<file path="config.mk">
export PLATFORM = sky130hd
export DESIGN_NAME = hall_rpm_estimator_top
export DESIGN_NICKNAME = d
export VERILOG_FILES = /design/src/rtl/hre_pkg.sv /design/src/rtl/hre_div.sv /design/src/rtl/hall_rpm_estimator_top.sv
export SDC_FILE = /design/constraint.sdc
export NUM_CORES = 2
export LEC_CHECK = 0
export ABC_AREA = 1
export ABC_CLOCK_PERIOD_IN_PS = 9200
export BUFFER_PORTS_ARGS = -buffer_cell sky130_fd_sc_hd__buf_4
export CORE_UTILIZATION = 45
export CTS_CLUSTER_SIZE = 24
export DETAILED_ROUTE_END_ITERATION = 7
export PLACE_DENSITY = 0.6
export SYNTH_ARGS = -nofsm -noshare
export SYNTH_HDL_FRONTEND = slang
export SYNTH_SLANG_ARGS = --single-unit
</file>
<file path="constraint.sdc">
create_clock -name clk -period 9.2 [get_ports clk]
set_input_delay 1.84 -clock clk [delete_from_list [all_inputs] [get_ports clk]]
set_output_delay 1.84 -clock clk [all_outputs]
set_load 0.1 [all_outputs]
</file>
<file path="src/rtl/hre_pkg.sv">
`timescale 1ns / 1ps
package hre_pkg;

  localparam int EdgeW = 32;
  localparam int RpmW  = 15;
  localparam int ProdW = 48;
  localparam int DenW  = 26;

  localparam logic [15:0]   MS_PER_MIN     = 16'd60000;
  localparam logic [17:0]   DISP_CAP_OTHER = 18'sd80;
  localparam logic [17:0]   SLEW_RUNNING   = 18'sd40;
  localparam logic [17:0]   UP_STEP_OTHER  = 18'sd150;
  localparam logic [17:0]   UP_STEP_START  = 18'sd40;
  localparam logic [2:0]    CODE_NONE      = 3'd0;
  localparam logic [2:0]    CODE_INVALID   = 3'd7;

  typedef enum logic [2:0] {
    OP_HALL  = 3'd0,
    OP_TICK  = 3'd1,
    OP_EN    = 3'd2,
    OP_RESET = 3'd3,
    OP_SEED  = 3'd4
  } hre_op_t;

  typedef enum logic [2:0] {
    REG_EPR   = 3'd0,
    REG_TP    = 3'd1,
    REG_RATED = 3'd2,
    REG_START = 3'd3,
    REG_FMAX  = 3'd4,
    REG_CWIN  = 3'd5,
    REG_DWIN  = 3'd6
  } hre_reg_t;

  typedef enum logic [1:0] {
    MS_OTHER    = 2'd0,
    MS_STARTING = 2'd1,
    MS_RUNNING  = 2'd2
  } hre_ms_t;

  typedef enum logic [2:0] {
    ST_IDLE,
    ST_DIV_RAW,
    ST_DIV_CTRL,
    ST_FILT,
    ST_DIV_DISP,
    ST_OUT
  } hre_state_t;

  typedef enum logic [2:0] {
    DV_IDLE,
    DV_MUL,
    DV_DEN,
    DV_RUN,
    DV_DONE
  } hre_div_st_t;

  typedef struct packed {
    logic [7:0]  epr;
    logic [9:0]  tp;
    logic [14:0] cap;
  } hre_div_cfg_t;

  function automatic logic [EdgeW-1:0] sat_add(input logic [EdgeW-1:0] a,
                                              input logic [EdgeW-1:0] b);
    logic [EdgeW:0] s;
    s = {1'b0, a} + {1'b0, b};
    return s[EdgeW] ? {EdgeW{1'b1}} : s[EdgeW-1:0];
  endfunction

  function automatic logic [RpmW-1:0] decay(input logic [RpmW-1:0] v);
    return (v == '0) ? v : v - {2'b00, v[RpmW-1:2]} - RpmW'(1);
  endfunction

endpackage

</file>
<file path="src/rtl/hre_div.sv">
`timescale 1ns / 1ps
// edges * 60000 / (tp * epr * ticks), capped; restoring divide, one bit a cycle
module hre_div (
  input  logic                         clk,
  input  logic                         rst_n,
  input  logic                         start,
  input  logic [hre_pkg::EdgeW-1:0]    num,
  input  logic [7:0]                   ticks,
  input  hre_pkg::hre_div_cfg_t        cfg,
  output logic                         done,
  output logic [hre_pkg::RpmW-1:0]     q
);

  hre_pkg::hre_div_st_t st_r, st_nxt;
  logic [hre_pkg::EdgeW-1:0] num_r;
  logic [7:0]                ticks_r;
  logic [hre_pkg::ProdW-1:0] nq_r;
  logic [17:0]               den1_r;
  logic [hre_pkg::DenW-1:0]  den_r;
  logic [hre_pkg::DenW-1:0]  rem_r;
  logic [5:0]                cnt_r;
  logic [hre_pkg::DenW:0]    rem_sh;
  logic [hre_pkg::DenW:0]    rem_sub;
  logic [7:0]                epr_e, ticks_e;
  logic [9:0]                tp_e;

  assign epr_e   = (cfg.epr == '0) ? 8'd1 : cfg.epr;
  assign tp_e    = (cfg.tp == '0) ? 10'd1 : cfg.tp;
  assign ticks_e = (ticks_r == '0) ? 8'd1 : ticks_r;
  assign rem_sh  = {rem_r, nq_r[hre_pkg::ProdW-1]};
  assign rem_sub = rem_sh - {1'b0, den_r};

  always_comb begin
    st_nxt = st_r;
    unique case (st_r)
      hre_pkg::DV_IDLE: if (start) st_nxt = hre_pkg::DV_MUL;
      hre_pkg::DV_MUL:  st_nxt = hre_pkg::DV_DEN;
      hre_pkg::DV_DEN:  st_nxt = hre_pkg::DV_RUN;
      hre_pkg::DV_RUN:  if (cnt_r == 6'(hre_pkg::ProdW - 1)) st_nxt = hre_pkg::DV_DONE;
      // a new divide may start in the cycle the previous quotient is taken
      hre_pkg::DV_DONE: st_nxt = start ? hre_pkg::DV_MUL : hre_pkg::DV_IDLE;
      default:          st_nxt = hre_pkg::DV_IDLE;
    endcase
  end

  always_ff @(posedge clk) begin
    if (!rst_n) begin
      st_r <= hre_pkg::DV_IDLE;
    end else begin
      st_r <= st_nxt;
    end
  end

  always_ff @(posedge clk) begin
    unique case (st_r)
      hre_pkg::DV_IDLE, hre_pkg::DV_DONE: begin
        num_r   <= num;
        ticks_r <= ticks;
      end
      hre_pkg::DV_MUL: begin
        nq_r   <= num_r * hre_pkg::MS_PER_MIN;
        den1_r <= tp_e * epr_e;
      end
      hre_pkg::DV_DEN: begin
        den_r <= hre_pkg::DenW'(den1_r * ticks_e);
        rem_r <= '0;
        cnt_r <= '0;
      end
      hre_pkg::DV_RUN: begin
        cnt_r <= cnt_r + 6'd1;
        if (!rem_sub[hre_pkg::DenW]) begin
          rem_r <= rem_sub[hre_pkg::DenW-1:0];
          nq_r  <= {nq_r[hre_pkg::ProdW-2:0], 1'b1};
        end else begin
          rem_r <= rem_sh[hre_pkg::DenW-1:0];
          nq_r  <= {nq_r[hre_pkg::ProdW-2:0], 1'b0};
        end
      end
      default: ;
    endcase
  end

  assign done = (st_r == hre_pkg::DV_DONE);
  assign q    = (nq_r > hre_pkg::ProdW'(cfg.cap)) ? cfg.cap : nq_r[hre_pkg::RpmW-1:0];

endmodule

</file>
<file path="src/rtl/hall_rpm_estimator_top.sv">
`timescale 1ns / 1ps
// channel | dir | handshake            | payload
// in_     | in  | in_valid / in_ready   | operation, hall_code, motor_state, hall_enable, seed_rpm
// out_    | out | out_valid / out_ready | rpm_filtered, rpm_unfiltered, rpm_for_display, ...
// cfg_    | in  | cfg_valid / cfg_ready | cfg_index, cfg_data
// Non-tick items and disabled ticks go from idle straight to the output state. An enabled
// tick runs up to three divides (raw, control window, display window) one after another in
// the shared divider before it reaches the output state.
// rst_n is synchronous; registers return to their defaults, except ms_r, edges_r, raw_tmp_r
// and the output registers. A held result stalls the block in its output state.
module hall_rpm_estimator_top (
  input  logic        clk,
  input  logic        rst_n,
  input  logic        in_valid,
  output logic        in_ready,
  input  logic [2:0]  in_operation,
  input  logic [2:0]  in_hall_code,
  input  logic [1:0]  in_motor_state,
  input  logic        in_hall_enable,
  input  logic signed [15:0] in_seed_rpm,
  output logic        out_valid,
  input  logic        out_ready,
  output logic [14:0] out_rpm_filtered,
  output logic [14:0] out_rpm_unfiltered,
  output logic [14:0] out_rpm_for_display,
  output logic        out_edge_counted,
  output logic        out_counting_enabled,
  input  logic        cfg_valid,
  output logic        cfg_ready,
  input  logic [2:0]  cfg_index,
  input  logic [14:0] cfg_data
);

  hre_pkg::hre_state_t state_r, state_nxt;

  logic [7:0]  epr_r, cwin_r, dwin_r;
  logic [9:0]  tp_r;
  logic [14:0] rated_r, scap_r, fmax_r;

  logic [31:0] win_r, edges_r, csum_r, dsum_r;
  logic [7:0]  ccnt_r, dcnt_r;
  logic [2:0]  last_r;
  logic        last_valid_r, en_r, counted_r;
  logic [14:0] raw_r, filt_r, disp_r, raw_tmp_r;
  logic [1:0]  ms_r;

  logic        out_valid_r;
  logic [14:0] o_filt_r, o_raw_r, o_disp_r;
  logic        o_cnt_r, o_en_r;

  logic                  div_go, div_done;
  logic [31:0]           div_num;
  logic [7:0]            div_ticks;
  logic [14:0]           div_q;
  hre_pkg::hre_div_cfg_t div_cfg;

  logic        accept, running, starting, out_free;
  logic [31:0] csum_new, dsum_new;
  logic [7:0]  ccnt_new, dcnt_new;
  logic        creach, dreach, hall_ok;
  logic signed [17:0] f, r, d, lim, rl, fn, fmax_s;
  logic [14:0] filt_fin, raw_fin;
  logic signed [17:0] r2, dd, dcap, dn;
  logic [14:0] disp_fin;
  logic signed [17:0] seed_c;

  assign accept   = in_valid && in_ready;
  assign running  = (ms_r == hre_pkg::MS_RUNNING);
  assign starting = (ms_r == hre_pkg::MS_STARTING);
  assign out_free = !out_valid_r || out_ready;

  assign csum_new = hre_pkg::sat_add(csum_r, edges_r);
  assign dsum_new = hre_pkg::sat_add(dsum_r, edges_r);
  assign ccnt_new = ccnt_r + 8'd1;
  assign dcnt_new = dcnt_r + 8'd1;
  assign creach   = (ccnt_new >= cwin_r);
  assign dreach   = (dcnt_new >= dwin_r);
  assign hall_ok  = en_r && (in_hall_code != hre_pkg::CODE_NONE) &&
                    (in_hall_code != hre_pkg::CODE_INVALID) &&
                    (!last_valid_r || (in_hall_code != last_r));

  assign div_cfg = '{epr: epr_r, tp: tp_r, cap: rated_r};

  hre_div u_div (
    .clk   (clk),
    .rst_n (rst_n),
    .start (div_go),
    .num   (div_num),
    .ticks (div_ticks),
    .cfg   (div_cfg),
    .done  (div_done),
    .q     (div_q)
  );

  // control filter
  always_comb begin
    fmax_s = {3'b000, fmax_r};
    f  = {3'b000, filt_r};
    r  = {3'b000, raw_tmp_r};
    d  = r - f;
    lim = '0;
    rl = r;
    if (running) begin
      if (d > $signed(hre_pkg::SLEW_RUNNING)) d = hre_pkg::SLEW_RUNNING;
      else if (d < -$signed(hre_pkg::SLEW_RUNNING)) d = -$signed(hre_pkg::SLEW_RUNNING);
      fn = f + (d >>> 2);
    end else if (r > f) begin
      lim = f + (starting ? hre_pkg::UP_STEP_START : hre_pkg::UP_STEP_OTHER);
      if (r > lim) rl = lim;
      fn = f + ((rl - f) >>> 2);
    end else begin
      fn = f + (d >>> 1);
    end
    if (fn > fmax_s) fn = fmax_s;
    else if (fn < 0) fn = '0;
    filt_fin = fn[14:0];
    raw_fin  = rl[14:0];
  end

  // display filter
  always_comb begin
    r2 = {3'b000, div_q};
    if (starting && (div_q > scap_r)) r2 = {3'b000, scap_r};
    dcap = running ? hre_pkg::SLEW_RUNNING : hre_pkg::DISP_CAP_OTHER;
    dd = r2 - $signed({3'b000, disp_r});
    if (dd > dcap) dd = dcap;
    else if (dd < -dcap) dd = -dcap;
    dn = $signed({3'b000, disp_r}) + (dd >>> 3);
    if (dn > $signed({3'b000, fmax_r})) dn = {3'b000, fmax_r};
    else if (dn < 0) dn = '0;
    disp_fin = dn[14:0];
  end

  always_comb begin
    seed_c = 18'(in_seed_rpm);
    if (seed_c > $signed({3'b000, fmax_r})) seed_c = {3'b000, fmax_r};
    else if (seed_c < 0) seed_c = '0;
  end

  // next state
  always_comb begin
    state_nxt = state_r;
    unique case (state_r)
      hre_pkg::ST_IDLE: begin
        if (accept) begin
          if ((in_operation == hre_pkg::OP_TICK) && en_r) state_nxt = hre_pkg::ST_DIV_RAW;
          else state_nxt = hre_pkg::ST_OUT;
        end
      end
      hre_pkg::ST_DIV_RAW: begin
        if (div_done) begin
          if (running && creach) state_nxt = hre_pkg::ST_DIV_CTRL;
          else state_nxt = hre_pkg::ST_FILT;
        end
      end
      hre_pkg::ST_DIV_CTRL: if (div_done) state_nxt = hre_pkg::ST_FILT;
      hre_pkg::ST_FILT:     state_nxt = dreach ? hre_pkg::ST_DIV_DISP : hre_pkg::ST_OUT;
      hre_pkg::ST_DIV_DISP: if (div_done) state_nxt = hre_pkg::ST_OUT;
      hre_pkg::ST_OUT:      if (out_free) state_nxt = hre_pkg::ST_IDLE;
      default:              state_nxt = hre_pkg::ST_IDLE;
    endcase
  end

  // control outputs
  always_comb begin
    in_ready  = (state_r == hre_pkg::ST_IDLE);
    cfg_ready = 1'b1;
    div_go    = 1'b0;
    div_num   = win_r;
    div_ticks = 8'd1;
    unique case (state_r)
      hre_pkg::ST_IDLE: begin
        div_go = accept && (in_operation == hre_pkg::OP_TICK) && en_r;
      end
      hre_pkg::ST_DIV_RAW: begin
        div_go    = div_done && running && creach;
        div_num   = csum_new;
        div_ticks = cwin_r;
      end
      hre_pkg::ST_FILT: begin
        div_go    = dreach;
        div_num   = dsum_new;
        div_ticks = dwin_r;
      end
      default: ;
    endcase
  end

  always_ff @(posedge clk) begin
    if (!rst_n) begin
      state_r <= hre_pkg::ST_IDLE;
      epr_r   <= 8'd6;
      tp_r    <= 10'd10;
      rated_r <= 15'd4000;
      scap_r  <= 15'd1000;
      fmax_r  <= 15'd4000;
      cwin_r  <= 8'd3;
      dwin_r  <= 8'd5;
      win_r   <= '0;
      csum_r  <= '0;
      dsum_r  <= '0;
      ccnt_r  <= '0;
      dcnt_r  <= '0;
      last_r  <= '0;
      last_valid_r <= 1'b0;
      en_r    <= 1'b1;
      raw_r   <= '0;
      filt_r  <= '0;
      disp_r  <= '0;
      counted_r   <= 1'b0;
      out_valid_r <= 1'b0;
    end else begin
      state_r <= state_nxt;
      if ((state_r == hre_pkg::ST_OUT) && out_free) out_valid_r <= 1'b1;
      else if (out_ready) out_valid_r <= 1'b0;

      if (cfg_valid && cfg_ready) begin
        unique case (cfg_index)
          hre_pkg::REG_EPR:   epr_r   <= cfg_data[7:0];
          hre_pkg::REG_TP:    tp_r    <= cfg_data[9:0];
          hre_pkg::REG_RATED: rated_r <= cfg_data;
          hre_pkg::REG_START: scap_r  <= cfg_data;
          hre_pkg::REG_FMAX:  fmax_r  <= cfg_data;
          hre_pkg::REG_CWIN:  cwin_r  <= cfg_data[7:0];
          hre_pkg::REG_DWIN:  dwin_r  <= cfg_data[7:0];
          default: ;
        endcase
      end

      unique case (state_r)
        hre_pkg::ST_IDLE: begin
          if (accept) begin
            counted_r <= 1'b0;
            ms_r      <= in_motor_state;
            unique case (in_operation)
              hre_pkg::OP_HALL: begin
                if (hall_ok) begin
                  win_r        <= hre_pkg::sat_add(win_r, 32'd1);
                  last_r       <= in_hall_code;
                  last_valid_r <= 1'b1;
                  counted_r    <= 1'b1;
                end
              end
              hre_pkg::OP_TICK: begin
                win_r   <= '0;
                edges_r <= win_r;
                if (!en_r) begin
                  raw_r  <= '0;
                  filt_r <= hre_pkg::decay(filt_r);
                  disp_r <= hre_pkg::decay(disp_r);
                  csum_r <= '0;
                  ccnt_r <= '0;
                  dsum_r <= '0;
                  dcnt_r <= '0;
                end
              end
              hre_pkg::OP_EN: begin
                if (!in_hall_enable) begin
                  win_r        <= '0;
                  last_valid_r <= 1'b0;
                end
                en_r <= in_hall_enable;
              end
              hre_pkg::OP_RESET: begin
                win_r  <= '0;
                raw_r  <= '0;
                filt_r <= '0;
                disp_r <= '0;
                csum_r <= '0;
                ccnt_r <= '0;
                dsum_r <= '0;
                dcnt_r <= '0;
              end
              hre_pkg::OP_SEED: begin
                raw_r  <= seed_c[14:0];
                filt_r <= seed_c[14:0];
                disp_r <= seed_c[14:0];
                csum_r <= '0;
                ccnt_r <= '0;
              end
              default: ;
            endcase
          end
        end
        hre_pkg::ST_DIV_RAW: begin
          if (div_done) begin
            if (starting) begin
              raw_tmp_r <= (div_q > scap_r) ? scap_r : div_q;
              csum_r <= '0;
              ccnt_r <= '0;
            end else if (running) begin
              if (creach) begin
                csum_r <= csum_new;
                ccnt_r <= ccnt_new;
              end else begin
                raw_tmp_r <= filt_r;
                csum_r <= csum_new;
                ccnt_r <= ccnt_new;
              end
            end else begin
              raw_tmp_r <= div_q;
              csum_r <= '0;
              ccnt_r <= '0;
            end
          end
        end
        hre_pkg::ST_DIV_CTRL: begin
          if (div_done) begin
            raw_tmp_r <= div_q;
            csum_r <= '0;
            ccnt_r <= '0;
          end
        end
        hre_pkg::ST_FILT: begin
          filt_r <= filt_fin;
          raw_r  <= raw_fin;
          dsum_r <= dsum_new;
          dcnt_r <= dcnt_new;
        end
        hre_pkg::ST_DIV_DISP: begin
          if (div_done) begin
            disp_r <= disp_fin;
            dsum_r <= '0;
            dcnt_r <= '0;
          end
        end
        default: ;
      endcase
    end
  end

  always_ff @(posedge clk) begin
    if ((state_r == hre_pkg::ST_OUT) && out_free) begin
      o_filt_r <= filt_r;
      o_raw_r  <= raw_r;
      o_disp_r <= ((raw_r < filt_r) || (raw_r < disp_r)) ? raw_r : disp_r;
      o_cnt_r  <= counted_r;
      o_en_r   <= en_r;
    end
  end

  assign out_valid            = out_valid_r;
  assign out_rpm_filtered     = o_filt_r;
  assign out_rpm_unfiltered   = o_raw_r;
  assign out_rpm_for_display  = o_disp_r;
  assign out_edge_counted     = o_cnt_r;
  assign out_counting_enabled = o_en_r;

  a_div_done_in_div: assert property (@(posedge clk) disable iff (!rst_n)
    div_done |-> (state_r == hre_pkg::ST_DIV_RAW || state_r == hre_pkg::ST_DIV_CTRL ||
                  state_r == hre_pkg::ST_DIV_DISP))
    else $error("divider finished outside a divide step");

  a_filt_clamped: assert property (@(posedge clk) disable iff (!rst_n)
    (state_r == hre_pkg::ST_FILT) |=> (filt_r <= fmax_r))
    else $error("filtered rpm above clamp");

  a_disabled_no_last: assert property (@(posedge clk) disable iff (!rst_n)
    !en_r |-> !last_valid_r)
    else $error("last sector valid while counting disabled");

endmodule
</file>
Word level (Yosys, flattened, before mapping)
Index checks and enable logic that the tools add are counted.
{"block": "word_totals", "ff_bits": 509, "latchBits": 0, "ram_bits": 0, "mem_bits_ro": 0, "inputBits": 48, "output_inout_bits": 50, "wordCells": 284, "memories": 0}
{"block": "op_classes", "n_addsub": 20, "multipliers": 3, "div": 0, "n_lt_le_gt_ge": 18, "n_eq_ne": 40, "shifts": 0, "n_mux": 104, "n_bitwise": 0, "reduce_logical": 62}
{"op": "2-to-1 mux 15 bit", "count": 26}
{"op": "2-to-1 mux 32 bit", "count": 12}
{"op": "case mux 32 bit (3 select lines)", "count": 3}
{"op": "case mux 32 bit (2 select lines)", "count": 3}
{"op": "2-to-1 mux 18 bit", "count": 9}
{"op": "case mux 15 bit (3 select lines)", "count": 3}
{"op": "case mux 15 bit (2 select lines)", "count": 4}
{"op": "case mux 48 bit (2 select lines)", "count": 1}
{"op": "2-to-1 mux 8 bit", "count": 10}
{"op": "adder 32 x 32 -> 33 bit", "count": 2}
{"op": "case mux 26 bit (2 select lines)", "count": 1}
{"op": "greater-than comparator 48 x 15 -> 1 bit", "count": 1}
{"op": "case mux 8 bit (2 select lines)", "count": 3}
{"op": "case mux 8 bit (3 select lines)", "count": 2}
{"op": "multiplier 32 x 11 -> 43 bit (second input constant)", "count": 1}
{"op": "subtractor 18 x 16 -> 18 bit", "count": 2}
{"op": "adder 16 x 15 -> 17 bit", "count": 2}
{"op": "adder 16 x 16 -> 17 bit", "count": 2}
{"op": "adder 32 x 1 -> 33 bit (second input constant)", "count": 1}
{"op": "greater-than comparator 15 bit", "count": 2}
{"op": "zero test 15 bit", "count": 2}
{"op": "< comparator 15 bit", "count": 2}
{"op": "AND reduction 5 bit", "count": 6}
{"op": "subtractor 15 x 1 -> 15 bit (second input constant)", "count": 2}
{"op": "59 further kinds", "count": 145}

Depth between registers and ports, before layout
{"block": "depth", "word_depth": 15, "ltp_mapped": 73, "mapped_depth_nobuf": 70}

Modules after synthesis
Synthesis repeated with hierarchy kept, for this count alone.
{"block": "unflattened", "cells_unflattened": 7169, "area_unflattened_um2": 52133.8}
{"module": "hall_rpm_estimator_top", "n_inst": 1, "cells_each": 4091, "area_per_inst_um2": 28397.2, "seq_area_each_um2": 7807.5}
{"module": "hre_div", "n_inst": 1, "cells_each": 3078, "area_per_inst_um2": 23736.5, "seq_area_each_um2": 4984.8}

Worst setup path before layout
No wires, ideal clock.
{"block": "synth_timing", "path_kind": "flip-flop to flip-flop", "startpoint": "register u_div.nq_r[1] in the netlist's numbering", "endpoint": "register disp_r[5]", "setup_time_ps": 136, "arrival_ps": 9235, "t_required_ps": 9064, "path_slack_ps": -171, "stages_incl_launch_ff": 60, "path_buffers": 4, "synth_period_minus_slack_ps": 9371, "path_cell_list": "edfxtp_1 ha_1 a21oi_1 nor2_1 a211oi_1 o221ai_1 a21oi_1 o21ai_0 a21oi_1 clkbuf_1 nand2_1 o21ai_0 ha_1 a21oi_1 o21ai_0 a21oi_1 o21ai_0 a21oi_1 [24 not listed] nand2_1 a21o_1 a31oi_1 xor2_1 inv_1 ha_1 a21oi_1 nor3_1 a211o_1 a21oi_1 o21ai_0 nand2_1 dlygate4sd1_1 nand4_1 nand3_1 nand2_1 nand2_1 a21oi_2"}
{"block": "synth_via", "elab_chain_len": 15, "word_cells_on_any_way": 17, "classes_between": "2 x add/sub; 6 x order compare; 8 x mux; 1 x reduce/logical"}
{"element": "start, declared", "line": "hre_div.sv:17", "rtl": "logic [hre_pkg::ProdW-1:0] nq_r;"}
{"element": "start signal, assigned", "line": "hre_div.sv:61", "rtl": "nq_r <= num_r * hre_pkg::MS_PER_MIN;"}
{"element": "start signal, assigned", "line": "hre_div.sv:73", "rtl": "nq_r <= {nq_r[hre_pkg::ProdW-2:0], 1'b1};"}
{"element": "start signal, assigned", "line": "hre_div.sv:76", "rtl": "nq_r <= {nq_r[hre_pkg::ProdW-2:0], 1'b0};"}
{"element": "greater-than comparator 48 x 15 -> 1 bit", "line": "hre_div.sv:84", "rtl": "assign q = (nq_r > hre_pkg::ProdW'(cfg.cap)) ? cfg.cap : nq_r[hre_pkg::RpmW-1:0];"}
{"element": "2-to-1 mux 15 bit *", "line": "hre_div.sv:84"}
{"element": "greater-than comparator 15 bit", "line": "hall_rpm_estimator_top.sv:123", "rtl": "if (starting && (div_q > scap_r)) r2 = {3'b000, scap_r};"}
{"element": "logical AND 1 bit", "line": "hall_rpm_estimator_top.sv:123"}
{"element": "2-to-1 mux 15 bit *", "line": "hall_rpm_estimator_top.sv:123"}
{"element": "subtractor 18 x 16 -> 18 bit *", "line": "hall_rpm_estimator_top.sv:125", "rtl": "dd = r2 - $signed({3'b000, disp_r});"}
{"element": "< comparator 18 bit", "line": "hall_rpm_estimator_top.sv:127", "rtl": "else if (dd < -dcap) dd = -dcap;"}
{"element": "2-to-1 mux 18 bit", "line": "hall_rpm_estimator_top.sv:127"}
{"element": "2-to-1 mux 18 bit *", "line": "hall_rpm_estimator_top.sv:126", "rtl": "if (dd > dcap) dd = dcap;"}
{"element": "adder 16 x 15 -> 17 bit *", "line": "hall_rpm_estimator_top.sv:128", "rtl": "dn = $signed({3'b000, disp_r}) + (dd >>> 3);"}
{"element": "< comparator 17 x 1 -> 1 bit", "line": "hall_rpm_estimator_top.sv:130", "rtl": "else if (dn < 0) dn = '0;"}
{"element": "2-to-1 mux 15 bit", "line": "hall_rpm_estimator_top.sv:130"}
{"element": "2-to-1 mux 15 bit *", "line": "hall_rpm_estimator_top.sv:129", "rtl": "if (dn > $signed({3'b000, fmax_r})) dn = {3'b000, fmax_r};"}
{"element": "2-to-1 mux 15 bit *", "line": "hall_rpm_estimator_top.sv:321", "rtl": "if (div_done) begin"}
{"element": "case mux 15 bit (2 select lines) *", "line": "hall_rpm_estimator_top.sv:230", "rtl": "unique case (state_r)"}
{"element": "end signal, assigned", "line": "hall_rpm_estimator_top.sv:250", "rtl": "disp_r <= hre_pkg::decay(disp_r);"}
{"element": "end signal, assigned", "line": "hall_rpm_estimator_top.sv:277", "rtl": "disp_r <= seed_c[14:0];"}
{"element": "end signal, assigned", "line": "hall_rpm_estimator_top.sv:322", "rtl": "disp_r <= disp_fin;"}
{"element": "end, declared", "line": "hall_rpm_estimator_top.sv:44", "rtl": "logic [14:0] raw_r, filt_r, disp_r, raw_tmp_r;"}
Every way passes the cells marked *; elsewhere a longest branch is shown, timed or not. The select of a mux whose other input is x is not followed.
A chain may end at the register's enable or synchronous reset.

Final worst setup path
{"block": "layout_timing", "startpoint": "register u_div.nq_r[1] in the netlist's numbering", "endpoint": "register disp_r[2]"}
Same word-level chain as after synthesis.

==> reports/metrics.cfg <==
[run_status]
status = finished, violations left
violations = negative setup slack

[min_path]
worst_hold_path.num_cells = 0
min-delay-start = counted_r
hp-class = register to register

[floorplan]
start_util = 0.4559
io_pins = 98
coreArea_um2 = 107700
dieArea_um2 = 110400
rows = 120
die_width_um = 332.3
fp.dieH_um = 332.3

[routing]
via_per_inst = 5.471
drc = 0
via_count = 44340
wl_per_cell_um = 19.20
firstDrtPassIters = 6
drt_iter0_markers = 3476
final_antenna_net_count = 0
totalWireLength_um = 155600

[clocking]
hold_buffers = 0
cts.root.buffer_cell = clkbuf_16
clockBufferDepth = 3
clk_latency_ns = 0.66
cts-htree-levels = 3
cts_tree = built
cts.sinks = 509
cts.clk_slew.worst_paths_ns = 0.06
cts-buffers-inserted = 66

[worst_setup_path]
reg2regPathDepth = 64
required_ns = 9.77
max_stage_delay_ns = 0.43
path_max_fanout = 8
worstSetupStartpoint = u_div.nq_r[1]
critPathLaunchType = register
path_class = register to register
endpoint_kind = register
slowest_stage = edfxtp_1
cp_common_cell = buf_6
reg2reg_from = u_div.nq_r[1]
cp.arrival_ns = 9.96
r2r_setup_slack_ns = -0.19

[placed_design]
gp_congestion = 0.9612
place_area_um2 = 53070
dp_slack_ns = -0.8504
io_buffers = 96
hpwl_um = 121300
place_inst = 7938

[synth]
synth_cell_types = 69
synth_area_per_cell_um2 = 7.745
yosys-top-cells-count = 1376 x nand2_1, 921 x inv_1, 566 x a21oi_1
postSynthNetCount = 7217
synth_area_um2 = 49080
ys.warnings.count = 0
yosysTopAreaCellShare = 0.1591
synth_area_leaders = edfxtp_1 16%, ha_1 14%, fa_1 12%
synth-seq-area-share = 0.2606
async_reset_ff_frac = 0
ys_ff_latch = 509
post-synth-top-count-cell = nand2_1
synth-main-ff-cell = edfxtp_1
synth_edf_count = 260
syn_inst = 6337
synth_top_area_cell = edfxtp_1

[sta]
max_freq_mhz = 106.5
setup_violations = 15
skew_ns = 0.02889
fin_ws_ns = -0.1922
relSlewSlack = 0.1858
rsz0062_at_grt = true
min_period_ns = 9.392
fin_crit_sh = 1.021
slew_viol_final = 0
fin_tns_setup_ns = -2.245
finalHoldViolCount = 0
tightestPinTransition_ns = 1.214

[final_layout]
fin_nets = 7526
synthToLayoutAreaGrowth_pct = 14.95
layoutNonFillerInstCount = 8104
drive_above_1_share = 0.1194
design_area_um2 = 56420

[flow_run]
max_cap_violations = 0

[grt]
grt_max_degree = 84
track_usage = 0.2809
grt_pass1_vias = 43360
antenna_found_initial = 5
globalRouteOverflowTotal = 0
grt_pass1_wl_um = 244800

==> metrics by stage <==
stage	utilization	hold slack [ns]
after detailed placement	0.4930	0.4180
after CTS	0.5182	0.4328
after global placement	0.4930	0.4138
final	0.5241	0.4300
after floorplan	-	0.4086
after global routing	0.5241	0.4652
==> final cells by class <==
cell class                      instances  area, um2
Fill cell                           10470      51230
Multi-Input combinational cell       4690      32690
Sequential cell                       509      12790
Inverter                              947       3560
Timing Repair Buffer                  432       3410
Clock buffer                           82       1783
Tap cell                             1403       1755
Clock inverter                         40      431.7
Antenna cell                            1      2.502
==> state kept, by name, summed over array words and instances (netlist names), 18 cells and up <==
name / flops
u_div.nq_r: 48
win_r: 32
dsum_r: 32
u_div.den1_r: 18
csum_r: 32
u_div.rem_r: 26
u_div.den_r: 26
edges_r: 32
u_div.num_r: 32
==> per-layer routing <==
layer / share of wire / global-route usage / vias up / wire length, um
li1: - / - / 21750 / -
met1: 0.45 / 0.3901 / 21160 / 70520
met2: 0.45 / 0.4543 / 1166 / 70760
met3: 0.056 / 0.02978 / 256 / 8765
met4: 0.035 / 0.09496 / 4 / 5512
met5: 0.00012 / 0 / - / 19
==> worst paths after layout <==
check,end
worst max register to register,disp_r[2]
worst max-delay path,disp_r[2]
worst min register to register,out_edge_counted
worst min-delay path,out_edge_counted
==> cells in the final DEF (no fill, tap or decap), types with 249 or more instances in the layout <==
cell type,n
buf_4,411
nor2_1,388
edfxtp_1,260
dfxtp_1,249
nand2_1,1349
fa_1,293
inv_1,915
ha_1,519
a21oi_1,553
o21ai_0,402
==> critical path, delay by kind of cell, from the launching register on <==
family / cells / cell delay, ns
AOI/OAI and AO/OA: 21 / 2.85
adders and majority gates: 7 / 1.94
xor gates and xnor gates: 2 / 0.41
DFF: 1 / 0.43
buffers and inverters: 11 / 1.27
and+or+nand+nor: 23 / 2.37
==> cell families (layout without fill, tap and decap cells) <==
family | after synthesis | in the layout | synth area share
AO/OA/AOI/OAI | 1364 | 1364 | 0.1580
AND/OR/NAND/NOR | 2279 | 2281 | 0.1972
adder cells (fa/ha/maj) | 832 | 832 | 0.2572
flip-flops | 509 | 509 | 0.2606
other | 1 | 2 | 0.00007640
XOR/XNOR | 212 | 212 | 0.03798
buffers and inverters | 1140 | 1501 | 0.08882
==> what timing repair did <==
item | CTS | global route
buffers inserted | 23 | 18
resized for setup | 72 | 108
cloned | 3 | 1
pin swaps | 72 | 94
setup endpoints to repair | 15 | 30
Power is not shown: default switching activity piles up to over one toggle a cycle in this logic, so the estimate is an artifact.
